$ cat src/rtl/core/r2q_pkg.sv
// ============================================================================
// r2q_pkg - shared types and constants for the rotation to quaternion block
// Widths of the branch values, the divider and the square root lanes.
// ============================================================================
`default_nettype none

package r2q_pkg;

   localparam int ONE_Q14   = 16384;
   localparam int IN_W      = 16;
   localparam int OUT_W     = 16;
   localparam int LANES     = 4;             // x, y, z, w
   localparam int VAL_W     = 18;            // signed branch values
   localparam int MAG_W     = 17;            // magnitude of a branch value
   localparam int SQ_W      = 2 * MAG_W;     // square of a magnitude
   localparam int SUM_W     = SQ_W + 3;      // sum of four squares
   localparam int REM_W     = SUM_W + 1;     // divider partial remainder
   localparam int QUO_W     = 32;            // quotient bits, one extra LSB
   localparam int DIV_STEPS = QUO_W / 2;     // two quotient bits a cycle
   localparam int RAD_W     = QUO_W - 1;     // square root operand
   localparam int ROOT_W    = 16;
   localparam int SQR_REM_W = ROOT_W + 3;
   localparam int SQR_STEPS = ROOT_W;
   localparam int QUEUE_DEPTH_DEF = 2;

   typedef enum logic [3:0] {
      BR_W = 4'b0001,
      BR_X = 4'b0010,
      BR_Y = 4'b0100,
      BR_Z = 4'b1000
   } branch_type;

   // classified item: squared magnitudes, their sum and the signs
   typedef struct packed {
      logic [LANES-1:0][SQ_W-1:0] sq;
      logic [SUM_W-1:0]           sum;
      logic [LANES-1:0]           neg;
      logic                       ok;
   } work_type;

   // quotients handed from the divider to the square root unit
   typedef struct packed {
      logic [LANES-1:0][RAD_W-1:0] rad;
      logic [LANES-1:0]            neg;
      logic                        ok;
   } rad_type;

endpackage

`default_nettype wire

$ cat src/rtl/core/r2q_div.sv
// ============================================================================
// r2q_div - four lane restoring divider
// Divides each squared magnitude, scaled by 2^31, by the sum of squares,
// two quotient bits a cycle.
// ============================================================================
`default_nettype none

module r2q_div import r2q_pkg::*; (
   input  logic     clock,
   input  logic     reset,
   input  work_type work_data,
   input  logic     work_valid,
   output logic     work_ready,
   output rad_type  rad_data,
   output logic     rad_valid,
   input  logic     rad_ready
);

   localparam int STEP_W = $clog2(DIV_STEPS);
   localparam logic [STEP_W-1:0] LAST_STEP = STEP_W'(DIV_STEPS - 1);

   logic              busy_ff, busy_in;
   logic              done_ff, done_in;
   logic [STEP_W-1:0] step_ff, step_in;
   logic [REM_W-1:0]  rem_ff [LANES];
   logic [REM_W-1:0]  rem_in [LANES];
   logic [QUO_W-1:0]  quo_ff [LANES];
   logic [QUO_W-1:0]  quo_in [LANES];
   logic [SUM_W-1:0]  den_ff, den_in;
   logic [LANES-1:0]  neg_ff, neg_in;
   logic              ok_ff, ok_in;
   logic [REM_W:0]    s1 [LANES];
   logic [REM_W:0]    s2 [LANES];
   logic              take;

   // one compare-subtract, then shift; MSB of the result is the quotient bit
   function automatic logic [REM_W:0] div_step(input logic [REM_W-1:0] rem,
                                                input logic [SUM_W-1:0] den);
      logic [REM_W-1:0] dext;
      logic [REM_W-1:0] diff;
      logic             ge;
      dext = REM_W'(den);
      ge   = rem >= dext;
      diff = ge ? rem - dext : rem;
      return {ge, diff[REM_W-2:0], 1'b0};
   endfunction

   assign work_ready = !busy_ff && (!done_ff || rad_ready);
   assign take       = work_valid && work_ready;

   always_comb begin
      busy_in = busy_ff;
      done_in = done_ff;
      step_in = step_ff;
      den_in  = den_ff;
      neg_in  = neg_ff;
      ok_in   = ok_ff;
      rem_in  = rem_ff;
      quo_in  = quo_ff;
      for (int i = 0; i < LANES; i++) begin
         s1[i] = div_step(rem_ff[i], den_ff);
         s2[i] = div_step(s1[i][REM_W-1:0], den_ff);
      end

      if (done_ff && rad_ready) begin
         done_in = 1'b0;
      end
      if (take) begin
         busy_in = 1'b1;
         step_in = '0;
         den_in  = work_data.sum;
         neg_in  = work_data.neg;
         ok_in   = work_data.ok;
         for (int i = 0; i < LANES; i++) begin
            rem_in[i] = REM_W'(work_data.sq[i]);
            quo_in[i] = '0;
         end
      end else if (busy_ff) begin
         for (int i = 0; i < LANES; i++) begin
            rem_in[i] = s2[i][REM_W-1:0];
            quo_in[i] = {quo_ff[i][QUO_W-3:0], s1[i][REM_W], s2[i][REM_W]};
         end
         if (step_ff == LAST_STEP) begin
            busy_in = 1'b0;
            done_in = 1'b1;
         end else begin
            step_in = step_ff + STEP_W'(1);
         end
      end
   end

   always_ff @(posedge clock) begin
      if (reset) begin
         busy_ff <= 1'b0;
         done_ff <= 1'b0;
         step_ff <= '0;
      end else begin
         busy_ff <= busy_in;
         done_ff <= done_in;
         step_ff <= step_in;
      end
   end

   always_ff @(posedge clock) begin
      rem_ff <= rem_in;
      quo_ff <= quo_in;
      den_ff <= den_in;
      neg_ff <= neg_in;
      ok_ff  <= ok_in;
   end

   always_comb begin
      rad_data.neg = neg_ff;
      rad_data.ok  = ok_ff;
      for (int i = 0; i < LANES; i++) begin
         // drop the extra quotient bit: floor of half keeps the floor
         rad_data.rad[i] = quo_ff[i][QUO_W-1:1];
      end
   end
   assign rad_valid = done_ff;

`ifndef ASSERT_OFF
   a_busy_done_excl: assert property (@(posedge clock) disable iff (reset)
      !(busy_ff && done_ff))
      else $error("divider busy while holding a result");

   a_last_step_done: assert property (@(posedge clock) disable iff (reset)
      (busy_ff && step_ff == LAST_STEP) |=> (done_ff && !busy_ff))
      else $error("divider did not finish after its last step");
`endif

endmodule

`default_nettype wire

$ cat config.mk
export PLATFORM = sky130hd
export DESIGN_NAME = r2q_div
export DESIGN_NICKNAME = d
export VERILOG_FILES = /design/src/rtl/core/r2q_pkg.sv /design/src/rtl/core/r2q_div.sv
export SDC_FILE = /design/constraint.sdc
export NUM_CORES = 1
export LEC_CHECK = 0
export ABC_CLOCK_PERIOD_IN_PS = 15700
export BUFFER_PORTS_ARGS = -buffer_cell sky130_fd_sc_hd__buf_2
export CORE_MARGIN = 2
export CORE_UTILIZATION = 58
export CTS_BUF_LIST = sky130_fd_sc_hd__clkbuf_2 sky130_fd_sc_hd__clkbuf_4 sky130_fd_sc_hd__clkbuf_8
export DETAILED_ROUTE_END_ITERATION = 6
export PLACE_DENSITY = 0.89
export SKIP_CTS_REPAIR_TIMING = 1
export SYNTH_ARGS = -nofsm -noshare
export SYNTH_HDL_FRONTEND = slang
export SYNTH_SLANG_ARGS = --single-unit
$ cat constraint.sdc
create_clock -name clock -period 15.7 [get_ports clock]
set_clock_uncertainty 0.15 [all_clocks]
set_input_delay 2.355 -clock clock [delete_from_list [all_inputs] [get_ports clock]]
set_output_delay 2.355 -clock clock [all_outputs]
set_load 0.03 [all_outputs]
==> out/summary.md <==
The flow ran to the end, and the final reports show no timing, DRC or antenna violations. The H-tree generated during clock tree synthesis spans 2 levels. The part of the total power dissipated in the clock network was 10.9%. Detailed-route via count: 29200. For this run, the number of Yosys warnings is 0. The run gives 97 as the post-synthesis cell type count. Master of the slowest instance on the critical path: or2_1.

The simple-gate share of the synthesized area came out at 15.7%. In this run, flip-flops and latches consume 15.7% of the power. The effective utilization at floorplan came out at 58.6%. The worst-case IR drop observed on VDD is 0.000172 V. The most common library cell in the layout ignoring fill and taps was nand2_1.

Traced cell by cell, the critical path runs through inv_1, ha_1, nand2_1, o21bai_1, a221oi_1, a21boi_0, a31oi_1, and3_1, or2_1, o21ai_0, fa_1, a21oi_1, o21ai_0, o21ba_2, a221o_1, a31oi_2, a211oi_1, o22ai_1, o211ai_4, buf_4, nor2_1, a221o_1. The worst setup path is captured at a flip-flop. The global router's overall resource usage is 34.5%, and the largest incremental delay on the critical path is 0.68 ns. Global routing finished with a remaining overflow of 0.

The number of flip-flops and latches in the synthesized netlist works out to 328. The logs give 4231 for the synthesized net count and 0 for the final hold violation count. The mean instance size in the synthesized netlist was 8.23 µm². The kind of launch point of the worst setup path was a flip-flop. Of the total synthesized cell area, the portion taken by full adders, half adders and majority gates is 12.6%. The number of slew-limit violations in the final report came out at 0. The total CTS buffers was 58; the buffer and inverter count on the worst path was 2. The area fraction in compound gates after synthesis is 23.9%, and the total routed wire length on the met1 layer is 38000 µm. Along the worst path, the maximum fanout reaches 33. After synthesis, the share of flip-flops with an asynchronous set or reset is 0%.

Counting every sink on the clock net gives 328. The clock slew seen by the registers of the worst setup and hold paths was 0.07 ns; the headroom to the max-slew limit was 27.4%. The vias per cell was 6.30. The final layout contains routed wiring with a total length of 97100 µm.

The share of the Yosys chip area taken by registers is 27.1%. The number of port buffers was 312; the number of fill cells in the layout was 4485. Register area: 0.00835 mm².

Setup violations remaining at the end of the flow were counted as 0. The die outline area came out at 0.0550 mm². The post-route netlist has 14.2% of its cells at a drive strength greater than 1. Among all flip-flop cells after synthesis, the most frequent one is edfxtp_1. Number of antenna violations at the first check in global routing: 9.

The summed instance area of the synthesized netlist came out at 0.0308 mm². Setup repair after global routing left no endpoint under its margin. The clock reaches the later pin of the worst-skew pair after 0.72 ns. The tools report the required time of the critical path as 16.13 ns.

On the critical path the largest part of the delay comes from compound AO/OA/AOI/OAI gates. The run gives 120 as the largest net degree at the start of global routing. Summing the areas of all xor and xnor instances in the mapped netlist gives 7.22% of the synthesized area. The die is 234 µm tall. Per report_power, the combinational group accounts for 73.4% of the total. The internal portion of the total power is 4090 µW. The logs give 0.0526 mm² for the total core area and 3 for the number of buffers on the longest clock path. At the pin with the least slew margin, the transition time is 1.08 ns. Data arrival at the endpoint of the critical path: 8.14 ns.

Signal routing reaches up to met5. Row generation in the floorplan step produced 84 rows. The run gives 6 as the number of iterations in the first detailed-routing pass.

The logs give 27600 for the via count of the first global-routing pass and 4379 for the number of nets in the layout. The classification of the worst-slack hold path was reg2reg. The detailed router finished its first iteration with 2817 violations.

The class of the most critical setup path was reg2reg. Max-cap violations in this run came to 0. The logs give 71700 µm for the half-perimeter wire length of the detailed placement result and 0.0205 mm² for the area of the multi-input gates.

The area growth from synthesis to layout is 8.11%. The detail route stage leaves a number of antenna-violating nets equal to 0. Wire segments on met3 add up to 10800 µm in the final route. In the layout the commonest cells are nand2_1 (572), o21ai_0 (388), buf_2 (312). The clock period could shrink to 7.71 ns. The number of instances in the synthesized netlist is 3744, and the summed negative setup slack over all endpoints is 0 ns. During I/O placement, the number of pins put on the boundary was 313. The analysis attributes to cell leakage a power of 0.0147 µW. The wire length per cell works out to 21.0 µm. The switching power of the nets came out at 3980 µW. Detailed routing placed a total of 41600 µm of wire on met2. From left edge to right edge, the die measures 234 µm. The completed layout was analyzed and its total power is 8070 µW. DRC violation count after routing: 0. The tools report the maximum frequency from static timing analysis as 130 MHz. The proportion of synthesized area in mux cells came out at 7.03%. The library cell used as clock root buffer was clkbuf_8.

Switching share of total power: 49.3%. Number of enable-type register cells in the synthesized netlist: 178. The largest family of logic cells by synthesized area is compound AO/OA/AOI/OAI gates. Cell area power density: 242 mW/mm². In the finished design, the share of the clock period the worst path needs comes to 49.1%. The tools report the wire length of the first global-routing pass as 149000 µm. Routability-driven placement finished with a final weighted congestion of 1.00. TritonCTS built the clock tree.
[final cells by class]
| class | count | share of cell area [%] |
|---|---|---|
| clock buffer | 76 | 2.88 |
| antenna | 5 | 0.0376 |
| clock inverter | 32 | 0.815 |
| multi-input combinational | 3028 | 61.5 |
| inverter | 120 | 1.40 |
| tap | 688 | 2.58 |
| sequential | 328 | 25.1 |
| timing repair buffer | 356 | 5.68 |
[stage by stage]
| stage | hold slack [ns] | setup WS (ns) | area (µm²) | std cells | utilization [%] |
|---|---|---|---|---|---|
| floorplan | 0.273 | 8.64 | 30800 | 3744 | - |
| global placement | 0.292 | 8.41 | 32100 | 4520 | 61.0 |
| detailed placement | 0.308 | 8.25 | 32100 | 4520 | 61.0 |
| CTS | 0.316 | 8.18 | 33300 | 4628 | 63.4 |
| global route | 0.337 | 7.62 | 33300 | 4629 | 63.4 |
| finish | 0.313 | 7.99 | 33300 | 4633 | 63.4 |
[routing by layer]
metal	track usage [%]	vias to the layer above
met5	0	-
met4	21.2	8
met3	8.01	323
met2	53.7	1445
met1	43.2	13500
li1	-	13900
[cell families (layout without fill, tap and decap cells)]
logic type,Yosys count,in the layout
mux,207,207
simple gates,1084,1084
xor+xnor,254,254
buf+inv,388,584
other cells,0,5
flops,328,328
compound gates,1178,1178
fa+ha+maj,305,305
[power by group through the flow]
stage	registers (µW)	clock network (µW)	logic, µW
after CTS	1260	888	5810
after detailed placement	1280	0	5770
after floorplan	1220	0	4670
final	1270	876	5930
after global placement	1270	0	5650
after global routing	1280	924	6470
[state kept, by name (all words and copies together), names as in the netlist]
name	count
rem_ff	152
rad_data	124
den_ff	37
neg_ff	4
quo_ff	4
step_ff	4
busy_ff	1
ok_ff	1
rad_valid	1
[cell usage after synthesis (17+ instances only)]
| library cell | n | area share (%) |
|---|---|---|
| o21ai_1 | 36 | 0.58 |
| nand2b_1 | 29 | 0.59 |
| nor3_1 | 59 | 0.96 |
| o211ai_1 | 26 | 0.63 |
| clkbuf_1 | 105 | 1.3 |
| dfxtp_1 | 150 | 9.7 |
| a21o_1 | 125 | 3.0 |
| nand4_1 | 49 | 0.99 |
| nand2_1 | 573 | 7.0 |
| nor2b_1 | 20 | 0.41 |
| a211oi_1 | 31 | 0.76 |
| xor2_1 | 79 | 2.2 |
| nor2_1 | 180 | 2.2 |
| buf_4 | 132 | 3.2 |
| nand3_1 | 56 | 0.91 |
| mux2_1 | 17 | 0.62 |
| buf_2 | 19 | 0.31 |
| mux2_2 | 53 | 1.9 |
| o21a_1 | 34 | 0.83 |
| inv_1 | 119 | 1.4 |
| o21bai_1 | 41 | 1.0 |
| mux2i_1 | 136 | 4.4 |
| o31ai_1 | 21 | 0.51 |
| and3_1 | 32 | 0.65 |
| xnor2_1 | 175 | 5.0 |
| edfxtp_1 | 178 | 17 |
| o21ai_0 | 388 | 6.3 |
| a31oi_1 | 32 | 0.65 |
| ha_1 | 297 | 12 |
| a21oi_1 | 275 | 4.5 |
[tightest hold or removal path, cell delays in order (launching register included)]
cell and delay (ns):
dfxtp_1 0.31, nand2_1 0.05, o21ai_0 0.06
[path summary, 6_finish.rpt]
check | end | slack, ns | start | cells past startpoint
setup / recovery | rem_ff[29] | 7.99 | den_ff[16] | 22
hold / removal | quo_ff[32] | 0.31 | quo_ff[32] | 2
setup reg to reg | rem_ff[29] | 7.99 | den_ff[16] | 22
hold reg to reg | quo_ff[32] | 0.31 | quo_ff[32] | 2
(Power assumes the default switching activity.)
