==> src/rtl/core/r2q_pkg.sv <==
// ============================================================================
// r2q_pkg - shared types and constants for the rotation to quaternion block
// Widths of the branch values, the divider and the square root lanes.
// ============================================================================
`default_nettype none

package r2q_pkg;

   localparam int ONE_Q14   = 16384;
   localparam int IN_W      = 16;
   localparam int OUT_W     = 16;
   localparam int LANES     = 4;             // x, y, z, w
   localparam int VAL_W     = 18;            // signed branch values
   localparam int MAG_W     = 17;            // magnitude of a branch value
   localparam int SQ_W      = 2 * MAG_W;     // square of a magnitude
   localparam int SUM_W     = SQ_W + 3;      // sum of four squares
   localparam int REM_W     = SUM_W + 1;     // divider partial remainder
   localparam int QUO_W     = 32;            // quotient bits, one extra LSB
   localparam int DIV_STEPS = QUO_W / 2;     // two quotient bits a cycle
   localparam int RAD_W     = QUO_W - 1;     // square root operand
   localparam int ROOT_W    = 16;
   localparam int SQR_REM_W = ROOT_W + 3;
   localparam int SQR_STEPS = ROOT_W;
   localparam int QUEUE_DEPTH_DEF = 2;

   typedef enum logic [3:0] {
      BR_W = 4'b0001,
      BR_X = 4'b0010,
      BR_Y = 4'b0100,
      BR_Z = 4'b1000
   } branch_type;

   // classified item: squared magnitudes, their sum and the signs
   typedef struct packed {
      logic [LANES-1:0][SQ_W-1:0] sq;
      logic [SUM_W-1:0]           sum;
      logic [LANES-1:0]           neg;
      logic                       ok;
   } work_type;

   // quotients handed from the divider to the square root unit
   typedef struct packed {
      logic [LANES-1:0][RAD_W-1:0] rad;
      logic [LANES-1:0]            neg;
      logic                        ok;
   } rad_type;

endpackage

`default_nettype wire

==> src/rtl/core/r2q_ifs.sv <==
// ============================================================================
// r2q_ifs - channel interfaces of the rotation to quaternion block
// Matrix request channel and quaternion response channel, valid/ready.
// ============================================================================
`default_nettype none

interface r2q_req_if import r2q_pkg::*; ();
   logic                    valid;
   logic                    ready;
   logic signed [IN_W-1:0]  rot_00;
   logic signed [IN_W-1:0]  rot_01;
   logic signed [IN_W-1:0]  rot_02;
   logic signed [IN_W-1:0]  rot_10;
   logic signed [IN_W-1:0]  rot_11;
   logic signed [IN_W-1:0]  rot_12;
   logic signed [IN_W-1:0]  rot_20;
   logic signed [IN_W-1:0]  rot_21;
   logic signed [IN_W-1:0]  rot_22;

   modport source (
      output valid, rot_00, rot_01, rot_02, rot_10, rot_11, rot_12,
             rot_20, rot_21, rot_22,
      input  ready
   );
   modport sink (
      input  valid, rot_00, rot_01, rot_02, rot_10, rot_11, rot_12,
             rot_20, rot_21, rot_22,
      output ready
   );
endinterface


`default_nettype wire

==> src/rtl/core/r2q_front.sv <==
// ============================================================================
// r2q_front - branch selection and squared norm
// Picks the trace or largest diagonal branch, forms the four scaled components,
// squares them and sums the squares over three pipeline stages.
// ============================================================================
`default_nettype none

module r2q_front import r2q_pkg::*; (
   input  logic     clock,
   input  logic     reset,
   r2q_req_if.sink  req_bus,
   output work_type work_data,
   output logic     work_valid,
   input  logic     work_ready
);

   localparam logic signed [VAL_W-1:0] ONE_V = VAL_W'(ONE_Q14);

   logic signed [VAL_W-1:0] e00, e01, e02, e10, e11, e12, e20, e21, e22;
   logic signed [VAL_W-1:0] trace;
   logic signed [VAL_W-1:0] rad;
   logic signed [VAL_W-1:0] v [LANES];
   logic [VAL_W-1:0]        absv [LANES];
   branch_type              branch;
   logic                    adv;

   logic                    a_valid_ff, a_valid_in;
   logic [MAG_W-1:0]        a_mag_ff [LANES];
   logic [MAG_W-1:0]        a_mag_in [LANES];
   logic [LANES-1:0]        a_neg_ff, a_neg_in;
   logic                    a_ok_ff, a_ok_in;

   logic                    b_valid_ff, b_valid_in;
   logic [SQ_W-1:0]         b_sq_ff [LANES];
   logic [SQ_W-1:0]         b_sq_in [LANES];
   logic [LANES-1:0]        b_neg_ff, b_neg_in;
   logic                    b_ok_ff, b_ok_in;

   logic                    c_valid_ff, c_valid_in;
   work_type                c_work_ff, c_work_in;

   // the whole pipe moves as one while the last stage can drain
   assign adv           = !c_valid_ff || work_ready;
   assign req_bus.ready = adv;

   always_comb begin
      e00 = VAL_W'(req_bus.rot_00);
      e01 = VAL_W'(req_bus.rot_01);
      e02 = VAL_W'(req_bus.rot_02);
      e10 = VAL_W'(req_bus.rot_10);
      e11 = VAL_W'(req_bus.rot_11);
      e12 = VAL_W'(req_bus.rot_12);
      e20 = VAL_W'(req_bus.rot_20);
      e21 = VAL_W'(req_bus.rot_21);
      e22 = VAL_W'(req_bus.rot_22);
      trace = e00 + e11 + e22;

      if (trace > 0) begin
         branch = BR_W;
      end else if (e00 > e11 && e00 > e22) begin
         branch = BR_X;
      end else if (e11 > e22) begin
         branch = BR_Y;
      end else begin
         branch = BR_Z;
      end

      case (branch)
         BR_W: begin
            rad  = ONE_V + trace;
            v[0] = e21 - e12;
            v[1] = e02 - e20;
            v[2] = e10 - e01;
            v[3] = rad;
         end
         BR_X: begin
            rad  = ONE_V + e00 - e11 - e22;
            v[0] = rad;
            v[1] = e01 + e10;
            v[2] = e02 + e20;
            v[3] = e21 - e12;
         end
         BR_Y: begin
            rad  = ONE_V + e11 - e00 - e22;
            v[0] = e01 + e10;
            v[1] = rad;
            v[2] = e12 + e21;
            v[3] = e02 - e20;
         end
         default: begin
            rad  = ONE_V + e22 - e00 - e11;
            v[0] = e02 + e20;
            v[1] = e12 + e21;
            v[2] = rad;
            v[3] = e10 - e01;
         end
      endcase

      a_valid_in = req_bus.valid;
      a_ok_in    = rad > 0;
      for (int i = 0; i < LANES; i++) begin
         absv[i]     = v[i][VAL_W-1] ? VAL_W'(-v[i]) : VAL_W'(v[i]);
         a_mag_in[i] = absv[i][MAG_W-1:0];
         a_neg_in[i] = v[i][VAL_W-1];
      end

      b_valid_in = a_valid_ff;
      b_neg_in   = a_neg_ff;
      b_ok_in    = a_ok_ff;
      for (int i = 0; i < LANES; i++) begin
         b_sq_in[i] = SQ_W'(a_mag_ff[i]) * SQ_W'(a_mag_ff[i]);
      end

      c_valid_in    = b_valid_ff;
      c_work_in.neg = b_neg_ff;
      c_work_in.ok  = b_ok_ff;
      c_work_in.sum = SUM_W'(b_sq_ff[0]) + SUM_W'(b_sq_ff[1])
                    + SUM_W'(b_sq_ff[2]) + SUM_W'(b_sq_ff[3]);
      for (int i = 0; i < LANES; i++) begin
         c_work_in.sq[i] = b_sq_ff[i];
      end
   end

   always_ff @(posedge clock) begin
      if (reset) begin
         a_valid_ff <= 1'b0;
         b_valid_ff <= 1'b0;
         c_valid_ff <= 1'b0;
      end else if (adv) begin
         a_valid_ff <= a_valid_in;
         b_valid_ff <= b_valid_in;
         c_valid_ff <= c_valid_in;
      end
   end

   always_ff @(posedge clock) begin
      if (adv) begin
         a_mag_ff  <= a_mag_in;
         a_neg_ff  <= a_neg_in;
         a_ok_ff   <= a_ok_in;
         b_sq_ff   <= b_sq_in;
         b_neg_ff  <= b_neg_in;
         b_ok_ff   <= b_ok_in;
         c_work_ff <= c_work_in;
      end
   end

   assign work_data  = c_work_ff;
   assign work_valid = c_valid_ff;

endmodule

`default_nettype wire

==> src/flat_wrapper.sv <==
// flat-port wrapper written by rule: the top's interface ports become plain ports
module r2q_front_flat import r2q_pkg::*;
  (clock, reset, work_data, work_valid, work_ready, req_bus_valid, req_bus_rot_00, req_bus_rot_01, req_bus_rot_02, req_bus_rot_10, req_bus_rot_11, req_bus_rot_12, req_bus_rot_20, req_bus_rot_21, req_bus_rot_22, req_bus_ready);
  r2q_req_if req_bus_i ();
  input  logic clock;
  input  logic reset;
  output work_type work_data;
  output logic work_valid;
  input  logic work_ready;
  input wire logic [$bits(req_bus_i.valid)-1:0] req_bus_valid;
  input wire logic [$bits(req_bus_i.rot_00)-1:0] req_bus_rot_00;
  input wire logic [$bits(req_bus_i.rot_01)-1:0] req_bus_rot_01;
  input wire logic [$bits(req_bus_i.rot_02)-1:0] req_bus_rot_02;
  input wire logic [$bits(req_bus_i.rot_10)-1:0] req_bus_rot_10;
  input wire logic [$bits(req_bus_i.rot_11)-1:0] req_bus_rot_11;
  input wire logic [$bits(req_bus_i.rot_12)-1:0] req_bus_rot_12;
  input wire logic [$bits(req_bus_i.rot_20)-1:0] req_bus_rot_20;
  input wire logic [$bits(req_bus_i.rot_21)-1:0] req_bus_rot_21;
  input wire logic [$bits(req_bus_i.rot_22)-1:0] req_bus_rot_22;
  output wire logic [$bits(req_bus_i.ready)-1:0] req_bus_ready;
  assign req_bus_i.valid = req_bus_valid;
  assign req_bus_i.rot_00 = req_bus_rot_00;
  assign req_bus_i.rot_01 = req_bus_rot_01;
  assign req_bus_i.rot_02 = req_bus_rot_02;
  assign req_bus_i.rot_10 = req_bus_rot_10;
  assign req_bus_i.rot_11 = req_bus_rot_11;
  assign req_bus_i.rot_12 = req_bus_rot_12;
  assign req_bus_i.rot_20 = req_bus_rot_20;
  assign req_bus_i.rot_21 = req_bus_rot_21;
  assign req_bus_i.rot_22 = req_bus_rot_22;
  assign req_bus_ready = req_bus_i.ready;
  r2q_front u_core (.clock(clock), .reset(reset), .req_bus(req_bus_i), .work_data(work_data), .work_valid(work_valid), .work_ready(work_ready));
endmodule
==> config.mk <==
export PLATFORM = sky130hd
export DESIGN_NAME = r2q_front_flat
export DESIGN_NICKNAME = d
export VERILOG_FILES = /design/src/rtl/core/r2q_pkg.sv /design/src/rtl/core/r2q_ifs.sv /design/src/rtl/core/r2q_front.sv /design/src/flat_wrapper.sv
export SDC_FILE = /design/constraint.sdc
export NUM_CORES = 2
export LEC_CHECK = 0
export ABC_AREA = 0
export BUFFER_PORTS_ARGS = -buffer_cell sky130_fd_sc_hd__buf_4
export CORE_UTILIZATION = 55
export CTS_CLUSTER_SIZE = 10
export DETAILED_ROUTE_END_ITERATION = 10
export GPL_ROUTABILITY_DRIVEN = 1
export PLACE_DENSITY = 0.76
export SYNTH_ARGS = -nofsm -noshare
export SYNTH_HDL_FRONTEND = slang
export SYNTH_SLANG_ARGS = --single-unit
==> constraint.sdc <==
create_clock -name clock -period 9.24 [get_ports clock]
set_input_delay 0.924 -clock clock [delete_from_list [all_inputs] [get_ports clock]]
set_output_delay 0.924 -clock clock [all_outputs]
set_load 0.01 [all_outputs]
==> results.toml <==
[synth]
muxShareOfSynthArea = 0.0124
synth_warnings = 0
yosysSeqAreaShare = 0.182
synth-simple-area-share = 0.116
synth_top_family_by_area = "adder cells"
synth_xor_area_frac = 0.0525
synth_edf_count = 383
avgSynthCellArea_um2 = 9.45
synth_area_um2 = 63500
yosysUniqueCellTypes = 100
synth_seq_cells = 386
yosys_most_used_dff = "edfxtp_1"
async_flop_share = 0
synth-adder-area-share = 0.435
synth_compound_area_frac = 0.101
syn_inst = 6723

[timing]
grt_setup_unrepaired = "no"
tns_ps = 0
maxSlewViolCount = 0
hold_viol_final = 0
min_period_ps = 7200
worst_pin_slew_ps = 1140
relSlewSlack = 0.233
finalCritPeriodShare = 0.779
finClkSkew_ps = 47.8
setup_viol = 0
fmax_mhz = 139

[die]
core_area_um2 = 115000
die_y_um = 342
start_util = 0.555
ios = 328
row_count = 124
die_area_um2 = 117000
die_w_um = 342

[worst_setup_path]
worstPathMaxFanout = 17
critPathKind = "reg -> reg"
arrival_ps = 7530
r2r_cells = 24
cp-end-kind = "flop"
r2r_setup_slack_ps = 2040
r2r_end = "u_core.b_sq_ff[64]"
crit_required_ps = 9570
worstReg2RegStart = "u_core.a_mag_ff[21]"
start_kind = "flop"

[drt]
wire_per_inst_um = 22.4
drt_pass1_iterations = 9
via_per_inst = 5.66
drc_errors = 63
wl_mm = 190
drtIter0Drc = 3930
ant_nets = 0
vias = 48100

[cts]
cts_made_buffers = 49
postCtsSetupBuffers = 0
cts_tree = "yes"
hold_buffers = 0
clockBufferDepth = 3
cts_resized = 0
clock_latency_ps = 630
clk_pin_slew_ps = 50
cts-root-buf = "clkbuf_16"
clock-sinks = 386
cts-htree-levels = 2

[global_routing]
gr-total-overflow = 0
grt_busiest_layer = "met2"
grt_pass1_vias = 49100
track_usage = 0.327
met2_usage = 0.535
grt_max_degree = 190
use_met1 = 0.432
met3_usage = 0.0399
antenna_found_initial = 3
grt_pass1_wl_mm = 289

[status]
status = "finished, violations left"
violations = "design-rule violations"

[worst_hold_path]
hold_path_depth = 0
min-delay-start = "u_core.b_neg_ff[2]"
min_to = "u_core.work_data[3]"
hp-class = "reg -> reg"

[placement]
gp_congestion = 1.05
io_buffers = 322
dp_hpwl_mm = 160

[layout]
area_growth_syn_to_layout_pct = 8.47
n_antenna_cell = 0
multi_input_area_um2 = 45600
finalNetCount = 8787
drive_gt1_frac = 0.0717
seq_area_um2 = 11600
fillers = 9639
postLayoutCoreUtil = 0.602

[job]
drv_cap = 0
Yosys cell counts, types with 90 or more instances:
cell type / instances / area [µm²]
nand2_1: 504 / 1890
inv_1: 1525 / 5720
xnor2_1: 262 / 2290
edfxtp_1: 383 / 11500
and2_1: 215 / 1350
ha_1: 800 / 10000
a21o_1: 90 / 676
xor2_1: 119 / 1040
o21ai_0: 178 / 891
fa_1: 880 / 17600
nor2_1: 339 / 1270
a21oi_1: 298 / 1490
clkbuf_1: 126 / 473
sequential cells by signal, summed over array words and instances, names as in the netlist:
register           count
u_core.a_mag_ff       68
u_core.a_neg_ff        4
u_core.a_ok_ff         1
u_core.a_valid_ff      1
u_core.b_neg_ff        4
u_core.b_ok_ff         1
u_core.b_sq_ff       132
u_core.b_valid_ff      1
u_core.work_data     173
u_core.work_valid      1
layout by cell type (no fill, tap or decap), types with 30 or more instances in the layout:
cell type and n:
inv_1 1524, fa_1 880, ha_1 800, nand2_1 502, edfxtp_1 383, buf_4 346
nor2_1 339, a21oi_1 297, xnor2_1 262, and2_1 215, o21ai_0 178, xor2_1 119
a21o_1 90, nor3_1 88, nand3_1 77, nor2b_1 69, nand2b_1 54, o21a_1 53
mux2i_1 51, clkbuf_16 49, a31oi_1 36, a211oi_1 36, nor4_1 34, and3_1 33
o21bai_1 30
cell families (layout without fill, tap and decap cells):
kind of cell,after synthesis,after routing
buffers and inverters,1696,1956
adder cells (fa/ha/maj),1680,1680
AND/OR/NAND/NOR,1532,1532
AO/OA/AOI/OAI,972,972
flip-flops,386,386
XOR/XNOR,381,381
multiplexers,75,75
other,1,5
layer usage:
layer | vias up | part of all wire
met3 | 357 | 0.068
met1 | 23900 | 0.41
met5 | - | 0
met2 | 1916 | 0.46
li1 | 22000 | -
met4 | 0 | 0.057
how the worst max path moves through the flow:
stage / from / endpoint / slack, ps
CTS: u_core.a_mag_ff[38] / u_core.b_sq_ff[98] / 2110
global route: u_core.a_mag_ff[38] / u_core.b_sq_ff[98] / 1660
floorplan: work_ready / u_core.a_mag_ff[0] / 1740
global placement: req_bus_rot_22[1] / u_core.a_mag_ff[43] / 2000
detailed placement: req_bus_rot_22[1] / u_core.a_mag_ff[43] / 1820
finish: u_core.a_mag_ff[21] / u_core.b_sq_ff[64] / 2040
metrics by stage:
step | cells | setup WS [ps] | hold slack, ps | area (µm²)
floorplan | 6727 | 1740 | 400 | 63600
global placement | 8420 | 2000 | 402 | 67400
detailed placement | 8420 | 1820 | 406 | 67400
CTS | 8499 | 2110 | 415 | 68900
global route | 8499 | 1660 | 419 | 68900
finish | 8499 | 2040 | 415 | 68900
worst max-delay path: stages (launching register included):
cell and delay (ps):
edfxtp_1 820, and2_1 260, inv_1 70, fa_1 530
inv_1 60, fa_1 470, fa_1 550, inv_1 60
fa_1 490, fa_1 490, inv_1 50, fa_1 440
ha_1 350, a21oi_1 180, nor2b_1 80, nor2_1 110
nand2_1 80, o211ai_1 280, o21a_1 230, o21ai_0 210
a211oi_1 400, nor2_1 130, a211o_1 280, a21oi_1 180
xnor2_1 90
final cells by class:
| type | count | share of cell area |
|---|---|---|
| multi-input combinational | 4645 | 0.661 |
| sequential | 386 | 0.168 |
| inverter | 1528 | 0.0833 |
| timing repair buffer | 349 | 0.0386 |
| tap | 1512 | 0.0274 |
| clock buffer | 62 | 0.0185 |
| clock inverter | 17 | 0.00334 |
Power is left out: the tool's default activity adds up to more than one toggle a clock period on the data nets, which glitch-free logic cannot reach.
