## src/rtl/core/r2q_pkg.sv

```systemverilog
// ============================================================================
// r2q_pkg - shared types and constants for the rotation to quaternion block
// Widths of the branch values, the divider and the square root lanes.
// ============================================================================
`default_nettype none

package r2q_pkg;

   localparam int ONE_Q14   = 16384;
   localparam int IN_W      = 16;
   localparam int OUT_W     = 16;
   localparam int LANES     = 4;             // x, y, z, w
   localparam int VAL_W     = 18;            // signed branch values
   localparam int MAG_W     = 17;            // magnitude of a branch value
   localparam int SQ_W      = 2 * MAG_W;     // square of a magnitude
   localparam int SUM_W     = SQ_W + 3;      // sum of four squares
   localparam int REM_W     = SUM_W + 1;     // divider partial remainder
   localparam int QUO_W     = 32;            // quotient bits, one extra LSB
   localparam int DIV_STEPS = QUO_W / 2;     // two quotient bits a cycle
   localparam int RAD_W     = QUO_W - 1;     // square root operand
   localparam int ROOT_W    = 16;
   localparam int SQR_REM_W = ROOT_W + 3;
   localparam int SQR_STEPS = ROOT_W;
   localparam int QUEUE_DEPTH_DEF = 2;

   typedef enum logic [3:0] {
      BR_W = 4'b0001,
      BR_X = 4'b0010,
      BR_Y = 4'b0100,
      BR_Z = 4'b1000
   } branch_type;

   // classified item: squared magnitudes, their sum and the signs
   typedef struct packed {
      logic [LANES-1:0][SQ_W-1:0] sq;
      logic [SUM_W-1:0]           sum;
      logic [LANES-1:0]           neg;
      logic                       ok;
   } work_type;

   // quotients handed from the divider to the square root unit
   typedef struct packed {
      logic [LANES-1:0][RAD_W-1:0] rad;
      logic [LANES-1:0]            neg;
      logic                        ok;
   } rad_type;

endpackage

`default_nettype wire

```

## src/rtl/core/r2q_queue.sv

```systemverilog
// ============================================================================
// r2q_queue - short queue between front and back
// Holds classified transactions so either side may stall on its own.
// ============================================================================
`default_nettype none

module r2q_queue import r2q_pkg::*; #(
   parameter int DEPTH = QUEUE_DEPTH_DEF
) (
   input  logic     clock,
   input  logic     reset,
   input  work_type in_data,
   input  logic     in_valid,
   output logic     in_ready,
   output work_type out_data,
   output logic     out_valid,
   input  logic     out_ready
);

   localparam int PTR_W = (DEPTH > 1) ? $clog2(DEPTH) : 1;
   localparam int CNT_W = $clog2(DEPTH + 1);
   localparam logic [PTR_W-1:0] LAST_PTR = PTR_W'(DEPTH - 1);
   localparam logic [CNT_W-1:0] FULL_CNT = CNT_W'(DEPTH);

   work_type         slot_ff [DEPTH];
   logic [PTR_W-1:0] wr_ptr_ff, wr_ptr_in;
   logic [PTR_W-1:0] rd_ptr_ff, rd_ptr_in;
   logic [CNT_W-1:0] count_ff, count_in;
   logic             push, pop;

   assign in_ready  = count_ff != FULL_CNT;
   assign out_valid = count_ff != '0;
   assign out_data  = slot_ff[rd_ptr_ff];
   assign push      = in_valid && in_ready;
   assign pop       = out_valid && out_ready;

   always_comb begin
      wr_ptr_in = wr_ptr_ff;
      rd_ptr_in = rd_ptr_ff;
      count_in  = count_ff;
      if (push) begin
         wr_ptr_in = (wr_ptr_ff == LAST_PTR) ? '0 : wr_ptr_ff + PTR_W'(1);
      end
      if (pop) begin
         rd_ptr_in = (rd_ptr_ff == LAST_PTR) ? '0 : rd_ptr_ff + PTR_W'(1);
      end
      if (push && !pop) begin
         count_in = count_ff + CNT_W'(1);
      end else if (pop && !push) begin
         count_in = count_ff - CNT_W'(1);
      end
   end

   always_ff @(posedge clock) begin
      if (reset) begin
         wr_ptr_ff <= '0;
         rd_ptr_ff <= '0;
         count_ff  <= '0;
      end else begin
         wr_ptr_ff <= wr_ptr_in;
         rd_ptr_ff <= rd_ptr_in;
         count_ff  <= count_in;
      end
   end

   always_ff @(posedge clock) begin
      if (push) begin
         slot_ff[wr_ptr_ff] <= in_data;
      end
   end

`ifndef ASSERT_OFF
   a_count_bound: assert property (@(posedge clock) disable iff (reset)
      count_ff <= FULL_CNT)
      else $error("queue fill count beyond depth");
`endif

endmodule

`default_nettype wire

```

## config.mk

```make
export PLATFORM = sky130hd
export DESIGN_NAME = r2q_queue
export DESIGN_NICKNAME = d
export VERILOG_FILES = /design/src/rtl/core/r2q_pkg.sv /design/src/rtl/core/r2q_queue.sv
export SDC_FILE = /design/constraint.sdc
export NUM_CORES = 1
export LEC_CHECK = 0
export BUFFER_PORTS_ARGS = -buffer_cell sky130_fd_sc_hd__buf_2
export CORE_MARGIN = 5
export CORE_UTILIZATION = 49
export CTS_BUF_LIST = sky130_fd_sc_hd__clkbuf_8
export DETAILED_ROUTE_END_ITERATION = 6
export PLACE_DENSITY = 0.87
export SYNTH_ARGS = -nofsm -noshare
export SYNTH_HDL_FRONTEND = slang
export SYNTH_SLANG_ARGS = --single-unit
```

## constraint.sdc

```tcl
create_clock -name clock -period 7.01 [get_ports clock]
set_clock_uncertainty 0.1 [all_clocks]
set_input_delay 2.103 -clock clock [delete_from_list [all_inputs] [get_ports clock]]
set_output_delay 2.103 -clock clock [all_outputs]
set_load 0.03 [all_outputs]
```

==> impl_metrics.py, run 1 <==
metrics = {
    "drt": {
        "drt_iter0_drc": 402,
        "drcViolationCount": 0,
        "wirelength_mm": 27.04,
        "antenna_left": 0,
        "first_pass_iters": 4,
        "via_per_inst": 4.977,
        "routedWlPerCell_um": 19.74,
        "via_count": 6819,
    },
    "floorplan": {
        "die_w_um": 175.9,
        "fp-row-count": 60,
        "ioPinCount": 362,
        "initial_core_util": 0.4990,
        "fp.coreArea_sq_um": 27030,
        "dieArea_sq_um": 30940,
        "die_y_um": 175.9,
    },
    "clocking": {
        "postCtsHoldBufs": 0,
        "cts_resized": 0,
        "cts_buffer_depth": 3,
        "cts_tree": "yes",
        "cts.sink_count": 361,
        "clk_latency_ns": 0.57,
        "htreeDepth": 2,
        "cts.clk_slew.worst_paths_ns": 0.06,
        "post_cts_buffers": 0,
        "numCtsBuffers": 55,
        "clock-root-buffer": "clkbuf_8",
    },
    "placed_design": {
        "hpwl_mm": 18.10,
        "place_congestion": 0.7581,
        "place_inst": 1265,
        "numPortBuffers": 361,
    },
    "timing": {
        "timing.fmax_mhz": 212.5,
        "rsz0062_at_grt": "false",
        "timing.final.crit_share": 0.6714,
        "min_period_ns": 4.707,
        "worstMarginPinSlew_ns": 0.8564,
        "hold_slack_ns": 0.4625,
        "setup_viol": 0,
        "finalHoldViolations": 0,
        "tns_ns": 0,
        "slew_violations": 0,
        "max-slew-margin-rel": 0.4290,
    },
    "worst_setup_path": {
        "cp_max_fo": 52,
        "reg2regPathDepth": 4,
        "critPathLaunchType": "register",
        "crit_required_ns": 4.81,
        "slowest_delay_ns": 0.68,
        "end_kind": "primary output",
        "crit_chain": "buf_4 > mux2_2 > buf_2",
        "critical_path_class": "register to primary output",
        "worstPathArrival_ns": 2.50,
        "cp_slowest_cell": "buf_4",
    },
    "finish": {
        "drive_gt1_frac": 0.6012,
        "final_core_util": 0.6138,
        "fill_cells": 1932,
        "syn_to_final_growth_pct": 23.00,
        "final_nets": 1164,
        "instances_no_fill": 1370,
    },
    "logic_synthesis": {
        "yosysMostFrequentCell": "edfxtp_1",
        "ys_top_cells_by_area": "edfxtp_1, mux2_4, mux2_2, buf_6, dfxtp_1",
        "synthCells": 578,
        "synth.net_count": 761,
        "synth_enable_flop_cells": 356,
        "synth_ff_type": "edfxtp_1",
        "synth_seq_cells": 361,
        "synth.avg_cell_area_sq_um": 23.33,
        "yosysUniqueCellTypes": 19,
        "synth_common_cells": "edfxtp_1, mux2_4, mux2_2",
        "yosysSeqAreaShare": 0.8001,
        "synth_top_area_cell": "edfxtp_1",
        "synth_top_area_share": 0.7927,
        "netlist_area_sq_um": 13490,
        "synth_warnings": 0,
        "async_reset_ff_frac": 0,
    },
    "run_status": {
        "status": "complete, no violations",
    },
    "pwr": {
        "leakagePower_nw": 6.419,
        "powerDensity_nw_per_um2": 380.9,
        "vdd_ir_drop_max_mv": 0.4163,
    },
    "global_route": {
        "grt_pass1_vias": 7462,
        "grt_pass1_wl_mm": 40.84,
        "grt-ovfl-total": 0,
        "grt_antenna_before_repair": 10,
        "grt_usage": 0.1695,
        "grt_max_degree": 126,
    },
    "job": {
        "drv_cap": 0,
    },
    "worst_hold_path": {
        "hold_path_depth": 2,
        "hold_path.class": "register to register",
    },
}
## cell usage in the layout, fill, tap and decap left out
master | Yosys | routed
inv_6 | 0 | 1
clkinvlp_4 | 0 | 4
inv_1 | 1 | 16
a21bo_2 | 1 | 1
or2_2 | 1 | 1
or3_1 | 1 | 1
nand3b_1 | 1 | 1
nor2_1 | 3 | 3
clkinv_1 | 0 | 17
clkbuf_8 | 0 | 55
clkinv_2 | 0 | 6
dfxtp_4 | 0 | 1
mux2_4 | 100 | 100
buf_2 | 5 | 361
and2_1 | 1 | 1
o21ai_0 | 2 | 2
nand2b_1 | 1 | 1
a21oi_1 | 2 | 2
ha_1 | 1 | 1
buf_4 | 0 | 3
buf_12 | 0 | 2
dfxtp_1 | 5 | 4
mux2_2 | 78 | 78
and3_4 | 0 | 1
edfxtp_1 | 356 | 356
diode_2 | 0 | 6
xor2_1 | 3 | 3
bufinv_16 | 0 | 1
## logic make-up after synthesis
| group | Yosys count | synth area share |
|---|---|---|
| buf+inv | 21 | 0.01466 |
| fa+ha+maj | 1 | 0.0009276 |
| simple gates | 9 | 0.003713 |
| compound gates | 5 | 0.002227 |
| xor+xnor | 3 | 0.001949 |
| flops | 361 | 0.8001 |
| mux | 178 | 0.1765 |
## worst max-delay path, delay by kind of cell (launching register included)
kind     cells  cell delay (ns)
buf+inv      2             0.86
flops        1             0.58
mux          1             0.41
## per-layer routing
metal | global-route usage | up-vias | share of wire
met5 | 0 | - | 0.0025
met4 | 0.06563 | 10 | 0.027
met3 | 0.06328 | 60 | 0.092
met2 | 0.3020 | 289 | 0.52
met1 | 0.1835 | 3324 | 0.36
li1 | - | 3136 | -
## final cells by class
class	instances	area, sq um	area share
Sequential cell	361	10790	0.6507
Antenna cell	6	15.01	0.0009051
Tap cell	341	426.7	0.02572
Inverter	1	8.758	0.0005280
Clock inverter	44	214.0	0.01290
Clock buffer	55	757.0	0.04563
Timing Repair Buffer	366	1869	0.1127
Multi-Input combinational cell	196	2504	0.1509
## power breakdown
part	total (W)	switching, W	internal [W]
registers	0.00279	0.0000862	0.00270
clock network	0.00153	0.000762	0.000768
logic	0.00200	0.00126	0.000740
total	0.00632	0.00211	0.00421
## flip-flops by register name, summed over array words and instances (netlist names), named ones only
signal / flops
count_ff: 2
wr_ptr_ff: 1
slot_ff: 356
rd_ptr_ff: 1
## through the flow
stage               total power [W]  instance area, sq um  setup slack [ns]
floorplan                  0.004393                 13490            0.1225
global placement           0.004820                 15600             2.759
detailed placement         0.004858                 15600             2.718
finish                     0.006319                 16590             2.303
global route               0.006603                 16590             2.197
CTS                        0.006401                 16570             2.249
## path summary, 6_finish.rpt
| path | start | to | slack [ns] |
|---|---|---|---|
| hold / removal | count_ff[1]$_SDFFE_PP0P_ | count_ff[1]$_SDFFE_PP0P_ | 0.46 |
| setup / recovery | register | out_data[168] | 2.30 |
| setup reg to reg | count_ff[0]$_SDFFE_PP0P_ | slot_ff[0][44]$_DFFE_PP_ | 4.27 |
| hold reg to reg | count_ff[1]$_SDFFE_PP0P_ | count_ff[1]$_SDFFE_PP0P_ | 0.46 |
Power figures use the tool's default switching activity.
==> run 2: changes to the inputs <==
- ABC_AREA: not set -> 1
- clock period: 7.01 -> 4.2 ns (I/O delays scaled with it)
==> run 2 against run 1 <==
Power increased by 66%; register-to-register slack got worse by 2.0 ns; critical path depth unchanged; clock power increased by 73%; utilization increased by 0.60 points; hold slack got worse by 0.042 ns; combinational power increased by 55%; sequential cell count unchanged; first-iteration DRC count increased by 29%; highest routed layer unchanged.
==> impl_metrics.py, run 2 <==
metrics = {
    "run_status": {
        "status": "complete, no violations",
    },
    "drt": {
        "routed-wl-met2_mm": 14.07,
        "drcViolationCount": 0,
        "routedWlPerCell_um": 20.20,
        "drt_iter0_drc": 517,
        "first_pass_iters": 5,
        "met3_wirelength_mm": 2.846,
        "antenna_left": 0,
        "via_per_inst": 5.056,
        "wl_met1_mm": 10.17,
        "via_count": 6982,
        "maxUsedRoutingLayer": "met5",
        "wirelength_mm": 27.90,
    },
    "logic_synthesis": {
        "synth_warnings": 0,
        "yosysMostFrequentCell": "edfxtp_1",
        "yosysUniqueCellTypes": 14,
        "synth.net_count": 774,
        "synth_top_area_cell": "edfxtp_1",
        "netlist_area_sq_um": 13510,
        "synthCells": 591,
        "ys_top_cells_by_area": "edfxtp_1, mux2_4, mux2_2, buf_6, dfxtp_1",
        "async_reset_ff_frac": 0,
        "synth.avg_cell_area_sq_um": 22.85,
        "synth_top_area_share": 0.7915,
        "synth_seq_cells": 361,
        "synth_common_cells": "edfxtp_1, mux2_4, mux2_2",
        "yosysSeqAreaShare": 0.7989,
        "synth_enable_flop_cells": 356,
        "synth_ff_type": "edfxtp_1",
    },
    "finish": {
        "syn_to_final_growth_pct": 24.02,
        "fill_cells": 1840,
        "largest_reg_flops": 356,
        "regMostFlops": "slot_ff",
        "final_core_util": 0.6198,
        "reg.largest.list": "slot_ff: 356 flops, count_ff: 2 flops",
        "ff_latch_area_sq_um": 10790,
        "drive_gt1_frac": 0.5921,
        "final_nets": 1181,
        "instances_no_fill": 1381,
        "final_cell_mix": "buf_2, edfxtp_1, mux2_4",
        "multi_input_area_sq_um": 2524,
        "final_common_cell": "buf_2",
        "finalInstanceArea_sq_um": 16750,
    },
    "worst_setup_path": {
        "crit_required_ns": 2.84,
        "r2r_slack_ns": 2.31,
        "critical_path_class": "register to primary output",
        "r2r-start": "count_ff[0]$_SDFFE_PP0P_",
        "end_kind": "primary output",
        "cp_max_fo": 46,
        "worstPathArrival_ns": 2.29,
        "rr_endpoint": "slot_ff[0][60]$_DFFE_PP_",
        "critPathLaunchType": "register",
        "cp-endpoint": "out_data[168]",
        "reg2regPathDepth": 5,
    },
    "timing": {
        "max-slew-margin-rel": 0.5873,
        "timing.fmax_mhz": 274.1,
        "hold_slack_ns": 0.4201,
        "setup_viol": 0,
        "finalHoldViolations": 0,
        "min_period_ns": 3.649,
        "worstMarginPinSlew_ns": 0.6190,
        "slew_violations": 0,
        "timing.final.crit_share": 0.8688,
        "rsz0062_at_grt": "false",
    },
    "job": {
        "drv_cap": 0,
    },
    "global_route": {
        "grt-ovfl-total": 0,
        "grt_usage": 0.1717,
        "grt_pass1_wl_mm": 41.30,
        "grt_antenna_before_repair": 9,
        "grt_pass1_vias": 7504,
        "grt_max_degree": 97,
    },
    "pwr": {
        "seq_power_share": 0.451,
        "pwr-share-comb": 0.296,
        "p_sw_w": 0.003371,
        "clkPwrFrac": 0.253,
        "internal-power_w": 0.007112,
        "vdd_ir_drop_max_mv": 0.4465,
        "leakagePower_nw": 6.546,
        "p_sw_frac": 0.3216,
        "powerDensity_nw_per_um2": 625.8,
    },
    "floorplan": {
        "fp.coreArea_sq_um": 27030,
        "die_y_um": 176.0,
        "initial_core_util": 0.4998,
        "die_w_um": 176.0,
        "dieArea_sq_um": 30980,
        "fp-row-count": 60,
        "ioPinCount": 362,
    },
    "clocking": {
        "cts.sink_count": 361,
        "numCtsBuffers": 56,
        "post_cts_buffers": 0,
        "cts_buffer_depth": 3,
        "cts_resized": 0,
        "clk_latency_ns": 0.56,
        "postCtsHoldBufs": 0,
        "htreeDepth": 2,
        "cts_tree": "yes",
        "clock-root-buffer": "clkbuf_8",
        "cts.clk_slew.worst_paths_ns": 0.06,
    },
    "worst_hold_path": {
        "hold_path.class": "register to register",
    },
    "placed_design": {
        "dpl_cell_area_sq_um": 15730,
        "place_congestion": 0.7612,
        "numPortBuffers": 361,
        "place_inst": 1281,
        "hpwl_mm": 19.38,
    },
}
## run 2: through the flow
stage | power, W | setup WS (ns) | TNS [ns]
2_1_floorplan | 0.007120 | -0.3088 | -106.59
3_3_place_gp | 0.007843 | 1.141 | 0
3_5_place_dp | 0.007929 | 1.125 | 0
4_1_cts | 0.01060 | 0.5002 | 0
5_1_grt | 0.01094 | 0.4138 | 0
6_report | 0.01048 | 0.5512 | 0
## run 2: logic make-up after synthesis
group	count (synthesis)	share of synthesized area
DFF	361	0.7989
muxes	178	0.1765
buffers and inverters	28	0.01658
and+or+nand+nor	19	0.005651
AOI/OAI and AO/OA	4	0.001482
adders and majority gates	1	0.0009262
## run 2: worst min-delay path by stage
stage | endpoint | from | cells after the start
CTS | rd_ptr_ff$_SDFFE_PP0P_ | rd_ptr_ff$_SDFFE_PP0P_ | 2
detailed placement | rd_ptr_ff$_SDFFE_PP0P_ | rd_ptr_ff$_SDFFE_PP0P_ | 2
finish | rd_ptr_ff$_SDFFE_PP0P_ | rd_ptr_ff$_SDFFE_PP0P_ | 2
floorplan | register | rd_ptr_ff$_SDFFE_PP0P_ | 2
global placement | rd_ptr_ff$_SDFFE_PP0P_ | rd_ptr_ff$_SDFFE_PP0P_ | 2
global route | rd_ptr_ff$_SDFFE_PP0P_ | rd_ptr_ff$_SDFFE_PP0P_ | 2
## run 2: area by class of cell
| class | count | area share |
|---|---|---|
| sequential | 361 | 0.6444 |
| multi-input combinational | 202 | 0.1507 |
| timing repair buffer | 369 | 0.1167 |
| clock buffer | 56 | 0.04601 |
| tap | 341 | 0.02547 |
| clock inverter | 41 | 0.01457 |
| inverter | 8 | 0.001793 |
| antenna | 3 | 0.0004482 |
## run 2: critical path, cell delays in order (launching register included)
cell	delay (ns)
dfxtp_4	0.73
buf_12	0.36
mux2_2	0.39
buf_2	0.18
## run 2: layer usage
layer	global-route usage	vias to the layer above
met5	0	-
met4	0.06335	12
li1	-	3164
met1	0.1975	3400
met2	0.2949	340
met3	0.06381	66
## run 2: power by group through the flow
stage                     registers (W)  logic, W  clock network (W)
after global placement          0.00477   0.00308                  0
after floorplan                 0.00475   0.00237                  0
after global routing            0.00477   0.00324            0.00292
after detailed placement        0.00481   0.00312                  0
after CTS                       0.00473   0.00313            0.00274
final                           0.00473   0.00310            0.00265
==> run 3: changes to the inputs <==
- CORE_ASPECT_RATIO: not set -> 0.6
- MAX_ROUTING_LAYER: not set -> met4
==> run 3 against run 2 <==
Wire length grew 5.7%; die area increased by 0.35%; count of clock-buffer cells in the layout shrank 5; sequential cell count is the same; utilization decreased by 0.37 points; non-clock buffer count increased by 3; clock power rose by 6%; critical endpoint is now out_data[21]; largest cell class unchanged; largest power group unchanged; highest routed layer is now met4.
==> impl_metrics.py, run 3 (synthesized netlist as in run 2, its figures left out) <==
metrics = {
    "finish": {
        "regMostFlops": "slot_ff",
        "instances_no_fill": 1411,
        "final_core_util": 0.6161,
        "reg.largest.list": "slot_ff: 356 flops, count_ff: 2 flops",
        "final_common_cell": "buf_2",
        "ff_latch_area_sq_um": 10790,
        "largest_reg_flops": 356,
        "final_nets": 1178,
        "drive_gt1_frac": 0.6014,
        "multi_input_area_sq_um": 2524,
        "fill_cells": 1901,
        "final_cell_mix": "buf_2, edfxtp_1, mux2_4",
        "syn_to_final_growth_pct": 24.73,
    },
    "placed_design": {
        "place_inst": 1310,
        "place_congestion": 0.8354,
        "hpwl_mm": 20.11,
        "numPortBuffers": 361,
    },
    "pwr": {
        "vdd_ir_drop_max_mv": 0.4905,
        "powerDensity_nw_per_um2": 634.6,
        "leakagePower_nw": 6.558,
    },
    "floorplan": {
        "fp-row-count": 47,
        "initial_core_util": 0.4939,
        "ioPinCount": 362,
        "fp.coreArea_sq_um": 27350,
        "die_w_um": 224.3,
        "dieArea_sq_um": 31090,
        "die_y_um": 138.6,
    },
    "drt": {
        "routedWlPerCell_um": 20.90,
        "via_per_inst": 5.008,
        "first_pass_iters": 5,
        "drcViolationCount": 0,
        "wirelength_mm": 29.50,
        "drt_iter0_drc": 373,
        "via_count": 7066,
        "antenna_left": 0,
    },
    "clocking": {
        "htreeDepth": 2,
        "post_cts_buffers": 0,
        "postCtsHoldBufs": 0,
        "clk_latency_ns": 0.56,
        "cts_tree": "yes",
        "cts_buffer_depth": 3,
        "cts_resized": 0,
        "numCtsBuffers": 50,
        "cts.clk_slew.worst_paths_ns": 0.07,
        "cts.sink_count": 361,
        "clock-root-buffer": "clkbuf_8",
    },
    "timing": {
        "finalHoldViolations": 0,
        "rsz0062_at_grt": "false",
        "timing.final.crit_share": 0.8529,
        "timing.fmax_mhz": 279.2,
        "tns_ns": 0,
        "max-slew-margin-rel": 0.5551,
        "worstMarginPinSlew_ns": 0.6673,
        "min_period_ns": 3.582,
        "setup_viol": 0,
        "slew_violations": 0,
    },
    "global_route": {
        "grt_max_degree": 110,
        "grt_pass1_vias": 7735,
        "grt-ovfl-total": 0,
        "grt_usage": 0.1875,
        "grt_pass1_wl_mm": 43.77,
        "grt_antenna_before_repair": 7,
    },
    "worst_setup_path": {
        "worstPathArrival_ns": 2.22,
        "critical_path_class": "register to primary output",
        "end_kind": "primary output",
        "cp_max_fo": 33,
        "crit_required_ns": 2.84,
        "critPathLaunchType": "register",
    },
    "worst_hold_path": {
        "hold_path.class": "register to register",
    },
    "job": {
        "drv_cap": 0,
    },
    "run_status": {
        "status": "complete, no violations",
    },
}
-- run 3: cell types whose count changed in the layout (fill, tap and decap cells not counted), sizes merged --
cell,delta
bufinv,+3
inv,-7
buf,+3
clkbuf,-5
clkinvlp,-1
clkinv,+6
diode,+5
-- run 3: worst paths after layout --
| kind | from | to | slack (ns) | cells after the start |
|---|---|---|---|---|
| hold reg to reg | wr_ptr_ff$_SDFFE_PP0P_ | wr_ptr_ff$_SDFFE_PP0P_ | 0.43 | 2 |
| setup / recovery | register | out_data[21] | 0.62 | 3 |
| setup reg to reg | count_ff[0]$_SDFFE_PP0P_ | slot_ff[0][118]$_DFFE_PP_ | 2.16 | 5 |
| hold / removal | wr_ptr_ff$_SDFFE_PP0P_ | wr_ptr_ff$_SDFFE_PP0P_ | 0.43 | 2 |
-- run 3: layer usage --
| layer | vias to the layer above | track usage | share of wire |
|---|---|---|---|
| li1 | 3164 | - | - |
| met1 | 3511 | 0.2251 | 0.39 |
| met3 | 47 | 0.06135 | 0.092 |
| met2 | 344 | 0.3087 | 0.50 |
| met5 | - | - | 0 |
| met4 | 0 | 0.05123 | 0.017 |
-- run 3: worst max-delay path: stages (launching register included) --
cell,delay [ns]
dfxtp_4,0.69
buf_4,0.35
mux2_2,0.38
buf_2,0.18
-- run 3: final cells by class --
cell class / count / area share
Antenna cell: 8 / 0.001188
Sequential cell: 361 / 0.6407
Inverter: 8 / 0.001782
Multi-Input combinational cell: 202 / 0.1498
Tap cell: 367 / 0.02726
Clock buffer: 51 / 0.04166
Timing Repair Buffer: 372 / 0.1173
Clock inverter: 42 / 0.02027
-- run 3: power breakdown --
group,internal [W],leakage (nW),switching [W],total (W)
sequential,0.00456,3.36,0.000168,0.00472
clock,0.00152,0.590,0.00129,0.00280
combinational,0.00115,2.61,0.00202,0.00316
total,0.00722,6.56,0.00347,0.0107
-- run 3: metrics by stage --
stage	total power [W]	setup WS [ns]	area (sq um)	hold WS [ns]
finish	0.01069	0.6180	16850	0.4331
global route	0.01113	0.4758	16840	0.4785
CTS	0.01081	0.5337	16830	0.4341
detailed placement	0.007980	1.193	15780	0.4000
global placement	0.007890	1.215	15780	0.3792
floorplan	0.007120	-0.3088	13540	0.3645
